**src/rtl/core/frc_pkg.sv**
```systemverilog
package frc_pkg;

  localparam int unsigned HeightW  = 11;
  localparam int unsigned PenW     = 8;
  localparam int unsigned CoordW   = 16;
  localparam int unsigned RowW     = 10;
  localparam int unsigned RootW    = 10;
  localparam int unsigned RadW     = 2 * RootW;
  localparam int unsigned NumCells = RootW;
  localparam int unsigned CfgIdxW  = 2;
  localparam int unsigned CfgDataW = 11;

  localparam int unsigned MaxHeight = 1024;

  localparam logic [HeightW-1:0] HeightReset = HeightW'(16);
  localparam logic [PenW-1:0]    PenReset    = PenW'(3);

  // highest power of four that fits the radicand
  localparam logic [RadW-1:0] DigitInit = RadW'(1) << (RadW - 2);

  typedef enum logic [CfgIdxW-1:0] {
    REG_HEIGHT = 2'd0,
    REG_PEN    = 2'd1
  } frc_reg_e;

  typedef struct packed {
    logic [RadW-1:0] num;
    logic [RadW-1:0] res;
    logic [RadW-1:0] digit;
  } frc_sq_t;

  typedef struct packed {
    logic busy;
    logic valid;
  } frc_prep_st_t;

  typedef struct packed {
    logic [CoordW-1:0] cx;
    logic [CoordW-1:0] y_row;
    logic              sel;
  } frc_item_t;

endpackage

```
**src/rtl/core/filled_circle_row_span.sv**
```systemverilog
// Filled circle row span.
// Config channel: cfg_valid_i/cfg_ready_o with cfg_index_i (0 height, 1 pen)
// and cfg_data_i. cfg_ready_o is always high; write only while busy_o is low.
// A height above 1024 stores 16. Other indexes are ignored.
// Input: a row item (left_x_i, top_y_i, row_i, selected_i) is taken at a
// clock edge with start_i high and busy_o low.
// Output: valid_o marks the span for one cycle; there is no back-pressure.
// The strobe rises once a row has passed every stage; busy_o drops with it,
// so a new row is taken only once the last one has reached the output register.
// The pipeline is one input register, one squaring stage and a chain
// of 10 square-root cells, one root bit per cell, plus the output register.
// A row at or beyond the height is taken and gives no span;
// busy_o stays low.
// Reset: height 16, pen 3, nothing in flight, valid_o low.
module filled_circle_row_span (
  input  logic                                clk_i,
  input  logic                                rst_ni,
  input  logic                                start_i,
  output logic                                busy_o,
  input  logic signed [frc_pkg::CoordW-1:0]   left_x_i,
  input  logic signed [frc_pkg::CoordW-1:0]   top_y_i,
  input  logic [frc_pkg::RowW-1:0]            row_i,
  input  logic                                selected_i,
  output logic                                valid_o,
  output logic signed [frc_pkg::CoordW-1:0]   x_start_o,
  output logic signed [frc_pkg::CoordW-1:0]   x_end_o,
  output logic signed [frc_pkg::CoordW-1:0]   y_row_o,
  output logic [frc_pkg::PenW-1:0]            pen_out_o,
  output logic                                dithered_o,
  input  logic                                cfg_valid_i,
  output logic                                cfg_ready_o,
  input  logic [frc_pkg::CfgIdxW-1:0]         cfg_index_i,
  input  logic [frc_pkg::CfgDataW-1:0]        cfg_data_i
);
  import frc_pkg::*;

  logic [HeightW-1:0] height;
  logic [PenW-1:0]    pen;
  logic               accept;
  frc_prep_st_t       prep_st;
  frc_item_t          item;
  logic [RadW-1:0]    rad2;

  frc_sq_t            chain [NumCells+1];
  logic [NumCells:0]  chain_v;

  logic               valid_q;
  logic [CoordW-1:0]  x_start_q, x_end_q, y_row_q;
  logic [PenW-1:0]    pen_q;
  logic               dith_q;
  logic [CoordW-1:0]  dx;

  assign cfg_ready_o = 1'b1;
  assign accept      = start_i && !busy_o;

  frc_cfg_regs u_cfg (
    .clk_i       (clk_i),
    .rst_ni      (rst_ni),
    .cfg_valid_i (cfg_valid_i),
    .cfg_index_i (cfg_index_i),
    .cfg_data_i  (cfg_data_i),
    .height_o    (height),
    .pen_o       (pen)
  );

  frc_prep u_prep (
    .clk_i      (clk_i),
    .rst_ni     (rst_ni),
    .accept_i   (accept),
    .left_x_i   (left_x_i),
    .top_y_i    (top_y_i),
    .row_i      (row_i),
    .selected_i (selected_i),
    .height_i   (height),
    .status_o   (prep_st),
    .item_o     (item),
    .rad2_o     (rad2)
  );

  assign chain_v[0]     = prep_st.valid;
  assign chain[0].num   = rad2;
  assign chain[0].res   = '0;
  assign chain[0].digit = DigitInit;

  for (genvar g = 0; g < NumCells; g++) begin : g_cell
    frc_sqrt_cell u_cell (
      .clk_i   (clk_i),
      .rst_ni  (rst_ni),
      .valid_i (chain_v[g]),
      .data_i  (chain[g]),
      .valid_o (chain_v[g+1]),
      .data_o  (chain[g+1])
    );
  end

  assign busy_o = prep_st.busy | (|chain_v[NumCells:1]);
  assign dx     = CoordW'(chain[NumCells].res[RootW-1:0]);

  always_ff @(posedge clk_i or negedge rst_ni) begin
    if (!rst_ni) begin
      valid_q <= 1'b0;
    end else begin
      valid_q <= chain_v[NumCells];
    end
  end

  always_ff @(posedge clk_i) begin
    if (chain_v[NumCells]) begin
      x_start_q <= item.cx - dx;
      x_end_q   <= item.cx + dx;
      y_row_q   <= item.y_row;
      pen_q     <= pen;
      dith_q    <= item.sel;
    end
  end

  assign valid_o    = valid_q;
  assign x_start_o  = x_start_q;
  assign x_end_o    = x_end_q;
  assign y_row_o    = y_row_q;
  assign pen_out_o  = pen_q;
  assign dithered_o = dith_q;

endmodule

```
**src/rtl/core/frc_cfg_regs.sv**
```systemverilog
module frc_cfg_regs (
  input  logic                          clk_i,
  input  logic                          rst_ni,
  input  logic                          cfg_valid_i,
  input  logic [frc_pkg::CfgIdxW-1:0]   cfg_index_i,
  input  logic [frc_pkg::CfgDataW-1:0]  cfg_data_i,
  output logic [frc_pkg::HeightW-1:0]   height_o,
  output logic [frc_pkg::PenW-1:0]      pen_o
);
  import frc_pkg::*;

  logic [HeightW-1:0] height_q, height_d;
  logic [PenW-1:0]    pen_q, pen_d;

  always_comb begin
    height_d = height_q;
    pen_d    = pen_q;
    if (cfg_valid_i) begin
      unique case (frc_reg_e'(cfg_index_i))
        REG_HEIGHT: begin
          if (32'(cfg_data_i) > MaxHeight) begin
            height_d = HeightReset;
          end else begin
            height_d = HeightW'(cfg_data_i);
          end
        end
        REG_PEN: pen_d = cfg_data_i[PenW-1:0];
        default: ;
      endcase
    end
  end

  always_ff @(posedge clk_i or negedge rst_ni) begin
    if (!rst_ni) begin
      height_q <= HeightReset;
      pen_q    <= PenReset;
    end else begin
      height_q <= height_d;
      pen_q    <= pen_d;
    end
  end

  assign height_o = height_q;
  assign pen_o    = pen_q;

endmodule

```
**src/rtl/core/frc_prep.sv**
```systemverilog
module frc_prep (
  input  logic                         clk_i,
  input  logic                         rst_ni,
  input  logic                         accept_i,
  input  logic [frc_pkg::CoordW-1:0]   left_x_i,
  input  logic [frc_pkg::CoordW-1:0]   top_y_i,
  input  logic [frc_pkg::RowW-1:0]     row_i,
  input  logic                         selected_i,
  input  logic [frc_pkg::HeightW-1:0]  height_i,
  output frc_pkg::frc_prep_st_t        status_o,
  output frc_pkg::frc_item_t           item_o,
  output logic [frc_pkg::RadW-1:0]     rad2_o
);
  import frc_pkg::*;

  logic               s0_valid_q, s1_valid_q;
  logic [CoordW-1:0]  left_q, top_q;
  logic [RowW-1:0]    row_q;
  logic               sel_q;
  logic [RootW-1:0]   r_q, yc_q;
  logic [RadW-1:0]    rr_q, yy_q;
  frc_item_t          item_q;

  logic               in_range;
  logic [HeightW:0]   h_inc;
  logic [RootW-1:0]   r_d, yc_d;

  assign in_range = HeightW'(row_i) < height_i;
  assign h_inc    = (HeightW+1)'(height_i) + (HeightW+1)'(1);
  assign r_d      = h_inc[RootW:1];
  assign yc_d     = (row_i >= r_d) ? (row_i - r_d) : (r_d - row_i);

  always_ff @(posedge clk_i or negedge rst_ni) begin
    if (!rst_ni) begin
      s0_valid_q <= 1'b0;
      s1_valid_q <= 1'b0;
    end else begin
      s0_valid_q <= accept_i && in_range;
      s1_valid_q <= s0_valid_q;
    end
  end

  always_ff @(posedge clk_i) begin
    if (accept_i) begin
      left_q <= left_x_i;
      top_q  <= top_y_i;
      row_q  <= row_i;
      sel_q  <= selected_i;
      r_q    <= r_d;
      yc_q   <= yc_d;
    end
    if (s0_valid_q) begin
      rr_q         <= RadW'(r_q) * RadW'(r_q);
      yy_q         <= RadW'(yc_q) * RadW'(yc_q);
      item_q.cx    <= left_q + CoordW'(r_q);
      item_q.y_row <= top_q + CoordW'(row_q);
      item_q.sel   <= sel_q;
    end
  end

  assign rad2_o          = (yy_q <= rr_q) ? (rr_q - yy_q) : '0;
  assign item_o          = item_q;
  assign status_o.valid  = s1_valid_q;
  assign status_o.busy   = s0_valid_q | s1_valid_q;

endmodule

```
**src/rtl/core/frc_sqrt_cell.sv**
```systemverilog
module frc_sqrt_cell (
  input  logic              clk_i,
  input  logic              rst_ni,
  input  logic              valid_i,
  input  frc_pkg::frc_sq_t  data_i,
  output logic              valid_o,
  output frc_pkg::frc_sq_t  data_o
);
  import frc_pkg::*;

  logic            valid_q;
  frc_sq_t         data_q, data_d;
  logic [RadW-1:0] trial;

  // one root bit per cell: restoring digit-by-digit step
  always_comb begin
    trial        = data_i.res + data_i.digit;
    data_d.digit = data_i.digit >> 2;
    if (data_i.num >= trial) begin
      data_d.num = data_i.num - trial;
      data_d.res = (data_i.res >> 1) + data_i.digit;
    end else begin
      data_d.num = data_i.num;
      data_d.res = data_i.res >> 1;
    end
  end

  always_ff @(posedge clk_i or negedge rst_ni) begin
    if (!rst_ni) begin
      valid_q <= 1'b0;
    end else begin
      valid_q <= valid_i;
    end
  end

  always_ff @(posedge clk_i) begin
    if (valid_i) begin
      data_q <= data_d;
    end
  end

  assign valid_o = valid_q;
  assign data_o  = data_q;

endmodule

```
**config.mk**
```make
export PLATFORM = sky130hd
export DESIGN_NAME = filled_circle_row_span
export DESIGN_NICKNAME = d
export VERILOG_FILES = /design/src/rtl/core/frc_pkg.sv /design/src/rtl/core/filled_circle_row_span.sv /design/src/rtl/core/frc_cfg_regs.sv /design/src/rtl/core/frc_prep.sv /design/src/rtl/core/frc_sqrt_cell.sv
export SDC_FILE = /design/constraint.sdc
export NUM_CORES = 1
export LEC_CHECK = 0
export ABC_CLOCK_PERIOD_IN_PS = 12500
export BUFFER_PORTS_ARGS = -buffer_cell sky130_fd_sc_hd__buf_2
export CAP_MARGIN = 20
export CORE_ASPECT_RATIO = 0.75
export CORE_MARGIN = 2
export CORE_UTILIZATION = 50
export DETAILED_ROUTE_END_ITERATION = 16
export PLACE_DENSITY = 0.67
export SLEW_MARGIN = 20
export SYNTH_ARGS = -nofsm -noshare
export SYNTH_HDL_FRONTEND = slang
export SYNTH_SLANG_ARGS = --single-unit
```
**constraint.sdc**
```tcl
create_clock -name clk_i -period 12.5 [get_ports clk_i]
set_input_delay 1.875 -clock clk_i [delete_from_list [all_inputs] [get_ports clk_i]]
set_output_delay 1.875 -clock clk_i [all_outputs]
set_load 0.02 [all_outputs]
```
==> flow_metrics.py <==
metrics = {
    "outcome": {
        "run_status": "complete, no violations",
    },
    "global_routing": {
        "grt_first_pass_wirelength_mm": 87.9,
        "antenna_found_initial": 0,
        "gr_util_all_layers_pct": 19.5,
        "globalRouteMet1Util_pct": 28.6,
        "grt_max_degree": 72,
        "grt.busiest_layer": "met2",
        "grt.overflow.total": 0,
        "groute.layer.met2.usage_pct": 30.4,
        "vias_in_the_first_global_route": 17180,
        "global_route.usage.met3_pct": 2.80,
    },
    "setup_path": {
        "timing.critical_path.arrival_ps": 5780,
        "timing.critical_path.slowest_stage_cell": "sky130_fd_sc_hd__edfxtp_1",
        "critPathMaxFanout": 14,
        "timing.critical_path.required_ps": 12810,
        "cpMostUsedCell": "sky130_fd_sc_hd__fa_1",
        "setup.worst_path.start_class": "register",
        "critical_path.cell_chain": "nand2_1 -> fa_1 -> fa_1 -> inv_1 -> fa_1 -> fa_1 -> inv_1 -> fa_1 -> inv_1 -> ha_1 -> or3_1 -> a211oi_1 -> nor2_1 -> nand2_1 -> a31oi_1 -> o21a_1 -> nor2_1 -> xnor2_1",
        "critPathCaptureType": "register",
        "worst_path_largest_cell_delay_ps": 660,
        "critical_path.top_delay_family": "adder cells",
        "critPathBufInv": 3,
        "worstSetupPathType": "reg -> reg",
    },
    "synthesis": {
        "synth_fp_nets": 2731,
        "syn-cell-area_sq_mm": 0.0273,
        "yosys_register_bits": 457,
        "ys_top_cells_by_area": "sky130_fd_sc_hd__edfxtp_1, sky130_fd_sc_hd__ha_1, sky130_fd_sc_hd__fa_1",
        "synth_cell_types": 74,
        "syn-mean-instance-area_sq_um": 11.8,
        "synth_sequential_area_ratio_pct": 49.7,
        "synth_top_cell_by_area": "sky130_fd_sc_hd__edfxtp_1",
        "yosysWarnings": 0,
        "synth_enable_flop_cells": 425,
        "synth_top_flop_cell": "sky130_fd_sc_hd__edfxtp_1",
        "synthesis.instances": 2321,
        "synthArstFlopShare_pct": 7.00,
        "netlist.area_leader.share_pct": 46.7,
    },
    "timing": {
        "final_max_slew_viol_count": 0,
        "tightestPinTransition_ps": 997,
        "period_needed_ps": 5470,
        "timing.final.crit_share_pct": 43.7,
        "slew-limit-headroom_pct": 33.5,
        "timing.setup.tns_ps": 0,
        "setup_repair_after_global_routing_missed_its_margin": "no",
        "final.setup_skew_ps": 16.0,
        "setup_viol_count_final": 0,
        "timing.fmax_mhz": 183,
        "finalHoldViolCount": 0,
    },
    "detailed_routing": {
        "vias_per_cell": 5.30,
        "detailedRoute.firstIterationViolations": 1439,
        "ant_nets": 0,
        "num_vias": 17040,
        "wire_per_inst_um": 16.5,
        "remaining_drc_errors": 0,
        "route.final.wire_length_mm": 53.0,
        "drt-pass1-iter-count": 5,
    },
    "finish": {
        "area_growth_pct": 11.1,
        "fillers": 4464,
        "commonest_non_fill_non_tap_cells_in_the_layout": "sky130_fd_sc_hd__edfxtp_1, sky130_fd_sc_hd__inv_1, sky130_fd_sc_hd__ha_1, sky130_fd_sc_hd__nand2_1, sky130_fd_sc_hd__xnor2_1",
        "antennaDiodeCount": 0,
        "most_common_library_cell_in_the_layout_ignoring_fill_and_taps": "sky130_fd_sc_hd__edfxtp_1",
        "layout-drive-gt1-share_pct": 9.79,
        "finalNetCount": 2866,
    },
    "clock_network": {
        "post_cts.repair.setup_buffers": 0,
        "cts_root_buffer": "sky130_fd_sc_hd__clkbuf_16",
        "cts-root-to-sink-buffers": 3,
        "post_cts_gate_resize_count": 0,
        "cts_made_buffers": 46,
        "clock_sink_count": 457,
        "clk_pin_slew_ps": 60,
        "clock_tree.htree_level_count": 2,
        "cts_tree": "built",
        "insertion_delay_ps": 570,
        "postCtsHoldBufs": 0,
    },
    "place": {
        "gp_congestion": 0.882,
        "detailed_placement_wirelength_estimate_mm": 40.5,
        "port_buffers": 118,
    },
    "floorplan": {
        "placement_rows": 74,
        "initial_core_util_pct": 50.4,
        "die_h_um": 206,
        "die-area_sq_mm": 0.0565,
        "coreArea_sq_mm": 0.0542,
        "die_w_um": 274,
        "io_pins": 120,
    },
    "min_path": {
        "worstHoldPathType": "reg -> reg",
    },
    "job": {
        "cap_viol_max_count": 0,
    },
}
synth_stat cells, types with 4 or more instances:
cell and number:
sky130_fd_sc_hd__nand3_1 26, sky130_fd_sc_hd__nor2_1 115, sky130_fd_sc_hd__ha_1 249, sky130_fd_sc_hd__o21ai_0 101, sky130_fd_sc_hd__nor2b_1 29, sky130_fd_sc_hd__a21o_1 33
sky130_fd_sc_hd__inv_1 337, sky130_fd_sc_hd__o21a_1 43, sky130_fd_sc_hd__or3_1 14, sky130_fd_sc_hd__nor4b_1 4, sky130_fd_sc_hd__edfxtp_1 425, sky130_fd_sc_hd__o21bai_1 15
sky130_fd_sc_hd__mux2_2 15, sky130_fd_sc_hd__and3_1 20, sky130_fd_sc_hd__or2_2 10, sky130_fd_sc_hd__nand4_1 15, sky130_fd_sc_hd__a211o_1 4, sky130_fd_sc_hd__o31ai_1 14
sky130_fd_sc_hd__nand4b_1 6, sky130_fd_sc_hd__fa_1 101, sky130_fd_sc_hd__xnor2_1 123, sky130_fd_sc_hd__a22o_1 7, sky130_fd_sc_hd__nand2_1 130, sky130_fd_sc_hd__o2111ai_1 8
sky130_fd_sc_hd__nor4_1 34, sky130_fd_sc_hd__or4_1 5, sky130_fd_sc_hd__nor3_1 28, sky130_fd_sc_hd__xor2_1 63, sky130_fd_sc_hd__a211oi_1 13, sky130_fd_sc_hd__dfrtp_1 29
sky130_fd_sc_hd__a31oi_1 12, sky130_fd_sc_hd__nand3b_1 4, sky130_fd_sc_hd__a21oi_1 91, sky130_fd_sc_hd__mux2i_1 9, sky130_fd_sc_hd__clkbuf_1 35, sky130_fd_sc_hd__nand2b_1 28
sky130_fd_sc_hd__a21boi_0 10, sky130_fd_sc_hd__and2_1 60
registers in the layout, summed over array words and instances, names as in the netlist, 8 cells and up:
register / cells
g_cell.u_cell.data_o: 235
g_cell.u_cell.valid_o: 10
pen_out_o: 8
u_cfg.height_o: 11
u_cfg.pen_o: 8
u_prep.item_o: 33
u_prep.left_q: 16
u_prep.r_q: 10
u_prep.row_q: 10
u_prep.rr_q: 19
u_prep.top_q: 16
u_prep.yc_q: 10
u_prep.yy_q: 19
x_end_o: 15
x_start_o: 16
y_row_o: 16
through the flow:
step / setup WS, ps / area [sq um] / utilization [%] / hold slack [ps] / std cells
2_1_floorplan: 7330 / 27300 / - / 400 / 2321
3_3_place_gp: 7170 / 28700 / 53.0 / 403 / 3130
3_5_place_dp: 7050 / 28700 / 53.0 / 405 / 3130
4_1_cts: 7020 / 30300 / 56.0 / 418 / 3214
5_1_grt: 6660 / 30300 / 56.0 / 422 / 3214
6_report: 7030 / 30300 / 56.0 / 419 / 3214
per-layer routing:
metal  routed length [um]  vias up
met5                    0        -
met4                  897        0
met3                 2420       68
met2                23200      343
met1                26400     8238
li1                     -     8391
final timing paths:
kind                       depth (start not counted)           endpoint  slack, ps              from
max reg2reg                                       18    u_prep.rr_q[19]       7030     u_prep.r_q[1]
min                                                0         dithered_o        420  u_prep.item_o[0]
max in group asynchronous                          1  u_prep.s0_valid_q      10460            rst_ni
min in group asynchronous                          1  u_cfg.height_o[1]       1410            rst_ni
min reg2reg                                        0         dithered_o        420  u_prep.item_o[0]
max                                               18    u_prep.rr_q[19]       7030     u_prep.r_q[1]
kinds of logic after synthesis:
kind of cell / Yosys count / synth area share [%]
compound gates: 390 / 9.34
xor+xnor: 186 / 5.97
fa+ha+maj: 350 / 18.8
buf+inv: 377 / 5.22
flops: 457 / 49.7
mux: 24 / 0.949
other cells: 1 / 0.0137
simple gates: 536 / 10.0
final cells by class:
| cell class | instances | area [sq um] | share of cell area [%] |
|---|---|---|---|
| clock inverter | 19 | 220 | 0.726 |
| sequential | 457 | 13600 | 44.8 |
| inverter | 337 | 1260 | 4.17 |
| tap | 722 | 903 | 2.98 |
| timing repair buffer | 127 | 658 | 2.17 |
| multi-input combinational | 1487 | 12300 | 40.6 |
| clock buffer | 65 | 1380 | 4.55 |
Power is left out: the tool's default activity adds up to more than one toggle a clock period on the data nets, which glitch-free logic cannot reach.
